`config.mk`:
```
export PLATFORM = sky130hd
export DESIGN_NAME = word_lzss_decoder_core
export DESIGN_NICKNAME = d
export VERILOG_FILES = /design/src/wlzd_pkg.sv /design/src/wlzd_history.sv /design/src/wlzd_packer.sv /design/src/word_lzss_decoder_core.sv
export SDC_FILE = /design/constraint.sdc
export NUM_CORES = 2
export LEC_CHECK = 0
export ABC_CLOCK_PERIOD_IN_PS = 12000
export BUFFER_PORTS_ARGS = -buffer_cell sky130_fd_sc_hd__buf_2
export CORE_ASPECT_RATIO = 2
export CORE_UTILIZATION = 55
export DETAILED_ROUTE_END_ITERATION = 8
export GPL_ROUTABILITY_DRIVEN = 0
export PLACE_DENSITY = 0.68
export REMOVE_ABC_BUFFERS = 1
export SLEW_MARGIN = 5
export SYNTH_ARGS = -nofsm -noshare
export SYNTH_HDL_FRONTEND = slang
export SYNTH_MEMORY_MAX_BITS = 65536
export SYNTH_SLANG_ARGS = --single-unit
```
`constraint.sdc`:
```
create_clock -name aclk -period 12 [get_ports aclk]
set_input_delay 2.4 -clock aclk [delete_from_list [all_inputs] [get_ports aclk]]
set_output_delay 2.4 -clock aclk [all_outputs]
set_load 0.05 [all_outputs]
```
`src/wlzd_pkg.sv`:
```
// shared constants, types and control structs of the word lzss decoder
package wlzd_pkg;

    // word and history geometry
    localparam int WORD_W     = 16;
    localparam int HIST_DEPTH = 256;
    localparam int HIST_AW    = 8;
    localparam int LANES      = 4;
    localparam int LANE_AW    = 2;
    localparam int CNT_W      = 3;
    localparam int DESCR_W    = 16;
    localparam int BL_W       = 5;
    localparam int BIT_AW     = 4;
    localparam int LEN_W      = 9;

    // stream packing
    localparam int S_TDATA_W = 16;
    localparam int M_PACK_W  = LANES * WORD_W + CNT_W;
    localparam int M_TDATA_W = ((M_PACK_W + 7) / 8) * 8;

    // sequencer states
    typedef enum logic {
        ST_IDLE,
        ST_COPY
    } state_t;

    // one push into the result packer
    typedef struct packed {
        logic              push;
        logic              has_word;
        logic              close;
        logic              stream_end;
        logic [WORD_W-1:0] word;
    } pk_push_t;

    // packer status back to the sequencer
    typedef struct packed {
        logic             pending;
        logic             room;
        logic [CNT_W-1:0] count;
    } pk_stat_t;

endpackage

```
`src/wlzd_history.sv`:
```
// 256-word history memory with valid bits and same-cycle write forwarding
module wlzd_history (
    input  logic                         aclk,
    input  logic                         aresetn,
    input  logic                         rd_en,
    input  logic [wlzd_pkg::HIST_AW-1:0] rd_addr,
    input  logic                         wr_en,
    input  logic [wlzd_pkg::HIST_AW-1:0] wr_addr,
    input  logic [wlzd_pkg::WORD_W-1:0]  wr_data,
    output logic [wlzd_pkg::WORD_W-1:0]  rd_data
);
    import wlzd_pkg::*;

    logic [WORD_W-1:0]     mem [HIST_DEPTH];
    logic [HIST_DEPTH-1:0] vld_reg;
    logic [HIST_DEPTH-1:0] vld_next;
    logic [WORD_W-1:0]     q_reg;
    logic                  q_vld_reg;
    logic                  fwd_reg;
    logic [WORD_W-1:0]     fwd_data_reg;

    // memory array: one write and one registered read per cycle
    always_ff @(posedge aclk) begin
        if (wr_en) begin
            mem[wr_addr] <= wr_data;
        end
        if (rd_en) begin
            q_reg <= mem[rd_addr];
        end
    end

    // valid bits, an unwritten entry reads as zero
    always_comb begin
        vld_next = vld_reg;
        if (wr_en) begin
            vld_next[wr_addr] = 1'b1;
        end
    end

    always_ff @(posedge aclk) begin
        if (!aresetn) begin
            vld_reg   <= '0;
            q_vld_reg <= 1'b0;
        end else begin
            vld_reg <= vld_next;
            if (rd_en) begin
                q_vld_reg <= vld_reg[rd_addr];
            end
        end
    end

    // catch a read of the entry written in the same cycle
    always_ff @(posedge aclk) begin
        fwd_reg      <= rd_en && wr_en && (rd_addr == wr_addr);
        fwd_data_reg <= wr_data;
    end

    always_comb begin
        if (fwd_reg) begin
            rd_data = fwd_data_reg;
        end else if (q_vld_reg) begin
            rd_data = q_reg;
        end else begin
            rd_data = '0;
        end
    end

endmodule

```
`src/wlzd_packer.sv`:
```
// gathers decoded words into four-lane results and holds the output register
module wlzd_packer (
    input  logic                           aclk,
    input  logic                           aresetn,
    input  wlzd_pkg::pk_push_t             pk_push,
    output wlzd_pkg::pk_stat_t             pk_stat,
    output logic                           m_tvalid,
    input  logic                           m_tready,
    // out_word0, out_word1, out_word2, out_word3, word_count, zero pad
    output logic [wlzd_pkg::M_TDATA_W-1:0] m_tdata,
    output logic                           m_tlast,   // run_last
    output logic                           m_tuser    // stream_end
);
    import wlzd_pkg::*;

    logic [WORD_W-1:0]    lane_reg  [LANES];
    logic [WORD_W-1:0]    lane_next [LANES];
    logic [CNT_W-1:0]     cnt_reg;
    logic [CNT_W-1:0]     cnt_next;
    logic                 pend_reg;
    logic                 pend_next;
    logic                 last_reg;
    logic                 last_next;
    logic                 end_reg;
    logic                 end_next;
    logic                 out_free;
    logic                 move;
    logic                 m_tvalid_reg;
    logic [M_TDATA_W-1:0] m_tdata_reg;
    logic                 m_tlast_reg;
    logic                 m_tuser_reg;
    logic [M_PACK_W-1:0]  pack;

    // output register frees when empty or being taken
    assign out_free = !m_tvalid_reg || m_tready;
    assign move     = pend_reg && out_free;

    assign pk_stat.pending = pend_reg;
    assign pk_stat.room    = !pend_reg || out_free;
    assign pk_stat.count   = cnt_reg;

    // accumulate lanes, a finished group waits in pending
    always_comb begin
        for (int i = 0; i < LANES; i++) begin
            lane_next[i] = move ? '0 : lane_reg[i];
        end
        cnt_next  = move ? '0 : cnt_reg;
        pend_next = move ? 1'b0 : pend_reg;
        last_next = move ? 1'b0 : last_reg;
        end_next  = move ? 1'b0 : end_reg;
        if (pk_push.push) begin
            if (pk_push.has_word) begin
                lane_next[cnt_next[LANE_AW-1:0]] = pk_push.word;
                cnt_next  = cnt_next + CNT_W'(1);
                pend_next = (cnt_next == CNT_W'(LANES)) || pk_push.close;
                last_next = pk_push.close;
                end_next  = 1'b0;
            end else begin
                pend_next = 1'b1;
                last_next = 1'b1;
                end_next  = pk_push.stream_end;
            end
        end
    end

    always_comb begin
        pack = '0;
        for (int i = 0; i < LANES; i++) begin
            pack[i*WORD_W +: WORD_W] = lane_reg[i];
        end
        pack[LANES*WORD_W +: CNT_W] = cnt_reg;
    end

    // lane payload, unused lanes start at zero
    always_ff @(posedge aclk) begin
        if (!aresetn) begin
            for (int i = 0; i < LANES; i++) begin
                lane_reg[i] <= '0;
            end
        end else begin
            for (int i = 0; i < LANES; i++) begin
                lane_reg[i] <= lane_next[i];
            end
        end
        if (move) begin
            m_tdata_reg <= M_TDATA_W'(pack);
            m_tlast_reg <= last_reg;
            m_tuser_reg <= end_reg;
        end
    end

    // group control and output valid
    always_ff @(posedge aclk) begin
        if (!aresetn) begin
            cnt_reg      <= '0;
            pend_reg     <= 1'b0;
            last_reg     <= 1'b0;
            end_reg      <= 1'b0;
            m_tvalid_reg <= 1'b0;
        end else begin
            cnt_reg  <= cnt_next;
            pend_reg <= pend_next;
            last_reg <= last_next;
            end_reg  <= end_next;
            if (move) begin
                m_tvalid_reg <= 1'b1;
            end else if (m_tready) begin
                m_tvalid_reg <= 1'b0;
            end
        end
    end

    assign m_tvalid = m_tvalid_reg;
    assign m_tdata  = m_tdata_reg;
    assign m_tlast  = m_tlast_reg;
    assign m_tuser  = m_tuser_reg;

`ifndef SYNTHESIS
    // an empty result is only ever the end marker
    a_empty_is_end: assert property (@(posedge aclk) disable iff (!aresetn)
        (pend_reg && cnt_reg == '0) |-> (end_reg && last_reg))
        else $error("empty result group without end marker");

    // a group never holds more than four words
    a_cnt_range: assert property (@(posedge aclk) disable iff (!aresetn)
        cnt_reg <= CNT_W'(LANES))
        else $error("lane count overflow");

    // no word arrives while a full group is stuck
    a_no_overrun: assert property (@(posedge aclk) disable iff (!aresetn)
        (pend_reg && !out_free) |-> !pk_push.push)
        else $error("push into a blocked group");
`endif

endmodule

```
`src/word_lzss_decoder_core.sv`:
```
// top level of the word lzss decoder: descriptor handling and copy sequencer
//
// Usage:
//   s_ channel carries the compressed stream, one 16-bit word per transaction
//   (s_tdata[15:0]). m_ channel carries results: four decoded words and a
//   word count in m_tdata, run_last on m_tlast, stream_end on m_tuser.
//   A descriptor word gives no result. A literal gives one result of one word.
//   A match of n+1 words gives ceil((n+1)/4) results, the last with tlast.
//   An end marker gives one result with count 0, tlast and tuser set.
// Timing:
//   a literal or end marker result passes the packer registers, then the
//   output register to m_; back-to-back literals run at one word per cycle
//   while m_tready is high. A match holds the input; history reads run at
//   one word per cycle (data the cycle after issue), pausing at group ends.
// Reset:
//   aresetn (synchronous, active low) clears the history to zero through its
//   valid bits at once, and the next word is taken as a descriptor.
// Stall:
//   while m_tready is low a finished result waits in the output register,
//   one more group waits in the packer, and the copy and input then hold.
module word_lzss_decoder_core (
    input  logic                           aclk,
    input  logic                           aresetn,
    input  logic                           s_tvalid,
    output logic                           s_tready,
    // in_word
    input  logic [wlzd_pkg::S_TDATA_W-1:0] s_tdata,
    output logic                           m_tvalid,
    input  logic                           m_tready,
    // out_word0, out_word1, out_word2, out_word3, word_count, zero pad
    output logic [wlzd_pkg::M_TDATA_W-1:0] m_tdata,
    output logic                           m_tlast,   // run_last
    output logic                           m_tuser    // stream_end
);
    import wlzd_pkg::*;

    state_t             state_reg;
    state_t             state_next;
    logic [WORD_W-1:0]  desc_reg;
    logic [WORD_W-1:0]  desc_next;
    logic [BL_W-1:0]    bits_left_reg;
    logic [BL_W-1:0]    bits_left_next;
    logic [HIST_AW-1:0] wp_reg;
    logic [HIST_AW-1:0] wp_next;
    logic [HIST_AW-1:0] src_reg;
    logic [HIST_AW-1:0] src_next;
    logic [LEN_W-1:0]   issue_left_reg;
    logic [LEN_W-1:0]   issue_left_next;
    logic [LEN_W-1:0]   write_left_reg;
    logic [LEN_W-1:0]   write_left_next;
    logic               inflight_reg;
    logic               inflight_next;

    logic               s_fire;
    logic               need_desc;
    logic               desc_bit;
    logic               is_lit;
    logic               is_match;
    logic               is_end;
    logic               is_copy;
    logic [7:0]         len_byte;
    logic [7:0]         off_byte;
    logic               last_arrival;
    logic               closes;
    logic               issue;
    logic               wr_en;
    logic [WORD_W-1:0]  wr_data;
    logic [WORD_W-1:0]  hist_rd_data;
    pk_push_t           pk_push;
    pk_stat_t           pk_stat;

    // token decode of the accepted word
    assign len_byte  = s_tdata[7:0];
    assign off_byte  = s_tdata[15:8];
    assign s_fire    = s_tvalid && s_tready;
    assign need_desc = (bits_left_reg == '0) || (bits_left_reg > BL_W'(DESCR_W));
    assign desc_bit  = desc_reg[BIT_AW'(bits_left_reg - BL_W'(1))];
    assign is_lit    = s_fire && !need_desc && !desc_bit;
    assign is_match  = s_fire && !need_desc && desc_bit;
    assign is_end    = is_match && (len_byte == '0);
    assign is_copy   = is_match && (len_byte != '0);

    assign last_arrival = inflight_reg && (write_left_reg == LEN_W'(1));

    // next state
    always_comb begin
        state_next = state_reg;
        unique case (state_reg)
            ST_IDLE: begin
                if (is_copy) begin
                    state_next = ST_COPY;
                end
            end
            ST_COPY: begin
                if (last_arrival) begin
                    state_next = ST_IDLE;
                end
            end
            default: state_next = ST_IDLE;
        endcase
    end

    // state outputs: input ready and read issue
    always_comb begin
        s_tready = 1'b0;
        issue    = 1'b0;
        closes   = inflight_reg &&
                   ((pk_stat.count == CNT_W'(LANES - 1)) || (write_left_reg == LEN_W'(1)));
        unique case (state_reg)
            ST_IDLE: s_tready = pk_stat.room;
            ST_COPY: issue    = (issue_left_reg != '0) && pk_stat.room && !closes;
            default: s_tready = 1'b0;
        endcase
    end

    // history write and packer push
    assign wr_en   = is_lit || inflight_reg;
    assign wr_data = inflight_reg ? hist_rd_data : s_tdata;

    assign pk_push.push       = is_lit || is_end || inflight_reg;
    assign pk_push.has_word   = !is_end;
    assign pk_push.close      = is_lit || last_arrival;
    assign pk_push.stream_end = is_end;
    assign pk_push.word       = wr_data;

    // descriptor and pointer updates
    always_comb begin
        desc_next       = desc_reg;
        bits_left_next  = bits_left_reg;
        wp_next         = wp_reg;
        src_next        = src_reg;
        issue_left_next = issue_left_reg;
        write_left_next = write_left_reg;
        inflight_next   = issue;
        if (s_fire) begin
            if (need_desc) begin
                desc_next      = s_tdata;
                bits_left_next = BL_W'(DESCR_W);
            end else if (is_end) begin
                bits_left_next = '0;
            end else begin
                bits_left_next = bits_left_reg - BL_W'(1);
            end
        end
        if (is_copy) begin
            src_next        = wp_reg + off_byte;
            issue_left_next = {1'b0, len_byte} + LEN_W'(1);
            write_left_next = {1'b0, len_byte} + LEN_W'(1);
        end
        if (issue) begin
            src_next        = src_reg + HIST_AW'(1);
            issue_left_next = issue_left_reg - LEN_W'(1);
        end
        if (wr_en) begin
            wp_next = wp_reg + HIST_AW'(1);
        end
        if (inflight_reg) begin
            write_left_next = write_left_reg - LEN_W'(1);
        end
    end

    always_ff @(posedge aclk) begin
        if (!aresetn) begin
            state_reg      <= ST_IDLE;
            desc_reg       <= '0;
            bits_left_reg  <= '0;
            wp_reg         <= '0;
            src_reg        <= '0;
            issue_left_reg <= '0;
            write_left_reg <= '0;
            inflight_reg   <= 1'b0;
        end else begin
            state_reg      <= state_next;
            desc_reg       <= desc_next;
            bits_left_reg  <= bits_left_next;
            wp_reg         <= wp_next;
            src_reg        <= src_next;
            issue_left_reg <= issue_left_next;
            write_left_reg <= write_left_next;
            inflight_reg   <= inflight_next;
        end
    end

    // history memory
    wlzd_history u_history (
        .aclk    (aclk),
        .aresetn (aresetn),
        .rd_en   (issue),
        .rd_addr (src_reg),
        .wr_en   (wr_en),
        .wr_addr (wp_reg),
        .wr_data (wr_data),
        .rd_data (hist_rd_data)
    );

    // result packer and output register
    wlzd_packer u_packer (
        .aclk     (aclk),
        .aresetn  (aresetn),
        .pk_push  (pk_push),
        .pk_stat  (pk_stat),
        .m_tvalid (m_tvalid),
        .m_tready (m_tready),
        .m_tdata  (m_tdata),
        .m_tlast  (m_tlast),
        .m_tuser  (m_tuser)
    );

`ifndef SYNTHESIS
    // a read in flight only exists during a copy
    a_inflight_in_copy: assert property (@(posedge aclk) disable iff (!aresetn)
        inflight_reg |-> (state_reg == ST_COPY))
        else $error("history read outside copy");

    // reads issued never run ahead of writes still owed
    a_issue_le_write: assert property (@(posedge aclk) disable iff (!aresetn)
        (state_reg == ST_COPY) |-> (issue_left_reg <= write_left_reg))
        else $error("copy counters out of step");

    // an arriving copy word always finds room in the packer
    a_arrival_room: assert property (@(posedge aclk) disable iff (!aresetn)
        inflight_reg |-> pk_stat.room)
        else $error("copy word arrived with packer blocked");

    // the copy ends exactly when the last owed word is written
    a_copy_done: assert property (@(posedge aclk) disable iff (!aresetn)
        last_arrival |=> (state_reg == ST_IDLE && !inflight_reg))
        else $error("copy did not finish on last word");
`endif

endmodule

```
==> Word level (Yosys, flattened, before mapping) <==
Memory sizes are Yosys's and may differ from the RTL's. A register that Yosys moved wholly into a read port is not among the register bits.
Index checks and enable logic that the tools add are counted.
{ "classes": {"add_sub_neg": 8, "mul": 0, "n_div": 0, "magnitude_cmp": 7, "n_eq_ne": 4, "n_shift": 0, "muxes": 50, "bitwise_logic": 7, "reduce_logical": 38} }
{ "ops": {"columns": ["op", "n"], "rows": [
  ["256-bit OR", 1],
  ["16-bit two-way mux", 12],
  ["64-bit two-way mux", 2],
  ["64-bit bitwise mux", 1],
  ["16-bit demux with 2-bit select", 1],
  ["9-bit two-way mux", 3],
  ["1-bit two-way mux", 20],
  ["8-bit by 9-bit less-than comparator with 1-bit output, second input constant", 2],
  ["9-bit by 1-bit subtractor with 9-bit output, second input constant", 2],
  ["8-bit by 1-bit adder with 8-bit output, second input constant", 2],
  ["8-bit two-way mux", 2],
  ["1-bit logical AND", 15],
  ["5-bit two-way mux", 2],
  ["8-bit by 1-bit adder with 9-bit output, second input constant", 1],
  ["9-bit by 1-bit == test with 1-bit output, second input constant", 1],
  ["1-bit logical OR", 9],
  ["3-bit two-way mux", 3],
  ["9-bit nonzero test", 1],
  ["8-bit adder", 1],
  ["1-bit binary-select mux with 8-bit select", 1],
  ["1-bit demux with 8-bit select", 1],
  ["8-bit == test", 1],
  ["8-bit by 1-bit >= comparator with 1-bit output, second input constant", 1],
  ["8-bit logical NOT", 1],
  ["other kinds (18)", 28]
]} }
{ "word_totals": {"register_bits": 407, "latchBits": 0, "ram_bits": 4160, "romBits": 0, "output_inout_bits": 76, "word_cells": 136, "memories": 2} }
{ "memory_table": {"columns": ["name", "depth", "word_bits", "read_ports", "rd_ports_with_merged_regs", "write_ports", "line", "rtl"], "rows": [
  ["u_history.mem", 256, 16, 1, 1, 1, "wlzd_history.sv:14", "logic [WORD_W-1:0] mem [HIST_DEPTH];"],
  ["u_packer.lane_reg", 4, 16, 4, 0, 4, "wlzd_packer.sv:16", "logic [WORD_W-1:0] lane_reg [LANES];"]
]} }

==> Longest topological paths before layout <==
{ "depth": {"word_depth": 13, "depth_mapped": 13} }

==> By module <==
A second synthesis with hierarchy kept.
{ "hier_totals": {"hier_cells": 8365, "hier_area_um2": 174262.1} }
{ "by_module_without_submodules": {"columns": ["module", "n_inst", "cells_each", "area_per_inst_um2", "seq_area_each_um2"], "rows": [
  ["wlzd_history", 1, 7535, 165638.9, 128963.7],
  ["wlzd_packer", 1, 370, 4934.7, 3493.4],
  ["word_lzss_decoder_core", 1, 460, 3688.5, 1141.1]
]} }

==> Worst setup path after synthesis <==
OpenSTA, ideal clock, no wires.
{ "synth_timing": {"path_kind": "input -> register", "startpoint": "input port s_tdata[4] (netlist name)", "endpoint": "memory u_history.mem[0][4] (data pin)", "setup_ns": 1.591, "arrival_time_ns": 9.625, "t_required_ns": 10.409, "setup_slack_ns": 0.785, "cell_stages": 3, "cell_sequence": "clkbuf_1 nor2_1 a21oi_1"} }
{ "synth_lines": {"columns": ["element", "line", "rtl"], "rows": [
  ["from (decl)", "word_lzss_decoder_core.sv:27", "input logic [wlzd_pkg::S_TDATA_W-1:0] s_tdata,"],
  ["to (decl)", "wlzd_history.sv:14", null]
]} }

==> Final worst setup path <==
{ "layout_timing": {"startpoint": "input port m_tready", "endpoint": "memory u_history.mem[100][7], enable pin"} }
{ "layout_between": {"elab_chain_len": 9} }
{ "layout_rtl": {"columns": ["element", "line", "rtl"], "rows": [
  ["from (decl)", "word_lzss_decoder_core.sv:29", "input logic m_tready,"],
  ["1-bit logical OR", "wlzd_packer.sv:35", "assign out_free = !m_tvalid_reg || m_tready;"],
  ["1-bit logical OR", "wlzd_packer.sv:39", "assign pk_stat.room = !pend_reg || out_free;"],
  ["1-bit two-way mux", "word_lzss_decoder_core.sv:109", "unique case (state_reg)"],
  ["1-bit logical AND", "word_lzss_decoder_core.sv:75", "assign s_fire = s_tvalid && s_tready;"],
  ["1-bit logical AND (2 in a row)", "word_lzss_decoder_core.sv:78", "assign is_lit = s_fire && !need_desc && !desc_bit;"],
  ["1-bit logical OR", "word_lzss_decoder_core.sv:117", "assign wr_en = is_lit || inflight_reg;"],
  ["1-bit two-way mux", "wlzd_history.sv:24", "if (wr_en) begin"],
  ["1-bit two-way mux (implied by the code)", "wlzd_history.sv:25", "mem[wr_addr] <= wr_data;"]
]} }
No other way between the ends.

==> qor.csv <==
metric;value;unit
hold-fix buffers at CTS;0;
worst path required time;12.56;ns
Final Non-Filler Cells;12898;
WS Path Type;input port to flip-flop;
Worst Path Max Fanout;23;
DP Worst Slack;4.60;ns
Synth Cell Area;0.176;mm^2
final hold vios;0;
CTS Buffer Depth;4;
WL/cell;35.7;um
Ports;96;
final period utilization;54.1;%
Ys Warns;0;
total power per unit cell area;189;mW/mm^2
worst hold path type;flip-flop to flip-flop;
EDFF count, synth;4181;
Synth Area in Compound Gates;2.17;%
routed vias;85562;
Final Cell Area;0.194;mm^2
die width;402;um
Pint;26.9;mW
LEAKAGE;59.2;nW
IO Port Bufs;90;
drt pass-1 iters;6;
Seq pwr share;48.8;%
Mean Syn Cell Area;21.5;um^2
met1 usage;35.5;%
CP Launch Type;input port;
postcts setup bufs;0;
DRC;0;
clock skew;0.0642;ns
Core ar.;0.318;mm^2
Psw;9.84;mW
Worst-path clk slew;0.07;ns
CTS sink count;4583;
post-route setup slack;5.50;ns
switching portion of total power;26.8;%
placed cell area;0.182;mm^2
max_cap viols;0;
met3 Track Usage GR;3.87;%
# setup viols final;0;
Die H;801;um
Seq cells post-synth;4583;
largest cells by area after synthesis;edfxtp_1, mux4_2, dfxtp_1;
drt first-iter violations;10945;
post-synthesis mux area share;17.7;%
Comb pwr share;18.1;%
routed wire length;460000;um
max reg flops;4096;
die area;0.322;mm^2
Final Util;61.0;%
Num CTS Buffers;369;
first-pass GRT wire length;651000;um
post-DP HPWL;279000;um
largest net degree at the start of global routing;188;
Critical Path Sink Type;flip-flop;
number of H-tree levels;5;
status;finished with violations;
Post-Synth Adder-Cell Area;0.182;%
antenna violations before repair;22;
Placed Instances;12219;
TritonCTS clock tree;built;
Synth top area share;71.5;%
vias in the first global route;86439;
unrepaired setup endpoints after global routing;false;
Slew Viols, Final;156;
largest area contributor in the netlist;edfxtp_1;
Unique masters post-synth;73;
total global routing overflow;0;
clock share of power;33.1;%
failing checks;slew limit;
XOR/XNOR Fraction of Synth Area;0.155;%
total global-route track usage;28.7;%
Synth Flop Type;edfxtp_1;
Max Freq;0.154;GHz
routing usage on met2;48.7;%
simple-gate area share of the yosys netlist;2.22;%
Post-Synthesis Cells;8173;
Rows;293;
Final Critical Period;6.50;ns
sequential element share of the synthesized area;76.1;%
post-route ant nets;0;
Worst slew margin;-18.4;%
clk_lat worst skew;0.96;ns
Fin Setup TNS;0;ns
Worst IR Drop VDD;187;uV
largest family of logic cells by synthesized area;multiplexers;
Initial Utilization;55.2;%
area grow syn2layout;10.5;%
Clock Root Buffer;clkbuf_16;
post_cts resized;0;
GRT Max-Usage Layer;met2;
Arr. time, crit path;7.06;ns
layout cells sized above 1;27.9;%
nets;8505;
Tightest Pin Transition;1.78;ns
routed vias/inst;6.63;
asr flop ratio synth;0;%
==> worst max-delay path: stages <==
cell	delay, ns
buf_2	0.11
nand3b_1	0.16
nand3_1	0.54
nor2b_1	0.54
a21oi_1	0.12
buf_4	0.23
nor3b_1	0.96
nand2_4	0.61
buf_4	0.51
nor2_2	0.82
==> cells by family after synthesis <==
| kind of cell | count (synthesis) |
|---|---|
| DFF | 4583 |
| muxes | 1440 |
| and+or+nand+nor | 928 |
| AOI/OAI and AO/OA | 628 |
| buffers and inverters | 537 |
| xor gates and xnor gates | 31 |
| adders and majority gates | 25 |
| other | 1 |
==> cells in the final DEF (no fill, tap or decap), types with 20 or more instances in the layout <==
master     netlist  routed
inv_1           23      21
dfxtp_1        402     394
clkbuf_1       287      75
mux2i_1        102     102
o21a_1          20      20
bufinv_16        0      34
ha_1            24      24
nor2_2           1      86
nand3_1         53      52
a21oi_1         79      63
o22ai_1         28      28
clkbuf_16        0     381
o21ai_0        303     303
buf_2          105      89
clkinv_1         1      59
mux4_2        1335    1335
buf_12           0      26
xnor2_1         25      25
buf_4           55     307
a22oi_1         68      68
clkinv_2         0      71
nand2_1        409     393
edfxtp_1      4181    4181
nor2_1         345     258
==> layout make-up <==
| type | instances | area, um^2 |
|---|---|---|
| Inverter | 26 | 106 |
| Clock buffer | 466 | 9930 |
| Fill cell | 21396 | 124000 |
| Multi-Input combinational cell | 3057 | 40000 |
| Clock inverter | 194 | 1850 |
| Tap cell | 4130 | 5170 |
| Timing Repair Buffer | 423 | 3290 |
| Antenna cell | 19 | 47.5 |
| Sequential cell | 4583 | 134000 |
==> final timing paths <==
path / from / endpoint / cells past startpoint / slack [ns]
worst max-delay path: m_tready / u_history.mem[100][7] / 10 / 5.50
worst min-delay path: u_packer.lane_reg[2][0] / u_packer.m_tdata[32] / 0 / 0.42
worst max register to register: bits_left_reg[0] / u_history.mem[100][7] / 11 / 6.18
worst min register to register: u_packer.lane_reg[2][0] / u_packer.m_tdata[32] / 0 / 0.42
==> routing by layer <==
metal,wire length [um],part of all wire (%)
met2,237000,51
met4,31000,6.7
met5,100,0.022
met1,160000,35
met3,32300,7.0
==> per-stage QoR <==
step / power (mW) / hold WS (ns)
final: 36.7 / 0.420
after global routing: 37.5 / 0.436
after CTS: 36.8 / 0.424
after detailed placement: 24.9 / 0.417
after global placement: 24.8 / 0.412
after floorplan: 27.1 / 0.408
==> power by group through the flow <==
stage	Combinational, mW	Clock [mW]	Sequential [mW]
4_1_cts	6.65	12.3	17.9
3_3_place_gp	6.55	0	18.3
6_report	6.63	12.2	17.9
3_5_place_dp	6.63	0	18.3
5_1_grt	6.78	12.8	17.9
2_1_floorplan	8.03	0	19.1
==> synthesized netlist by cell type, types with 9 or more instances <==
library cell / count
nand4_1: 17
o221ai_1: 11
o21a_1: 20
mux4_2: 1335
buf_6: 29
buf_2: 105
a22oi_1: 68
o21ai_1: 9
inv_1: 23
clkbuf_1: 287
o22ai_1: 28
xnor2_1: 25
nor3_1: 16
a221oi_1: 19
dfxtp_1: 402
nor2b_1: 16
a31oi_1: 15
a21oi_1: 79
nand2_1: 409
a211oi_1: 19
edfxtp_1: 4181
o21ai_0: 303
buf_1: 34
a22o_1: 19
mux2i_1: 102
nand3_1: 53
nor2_1: 345
ha_1: 24
buf_4: 55
Power figures use the tool's default switching activity.
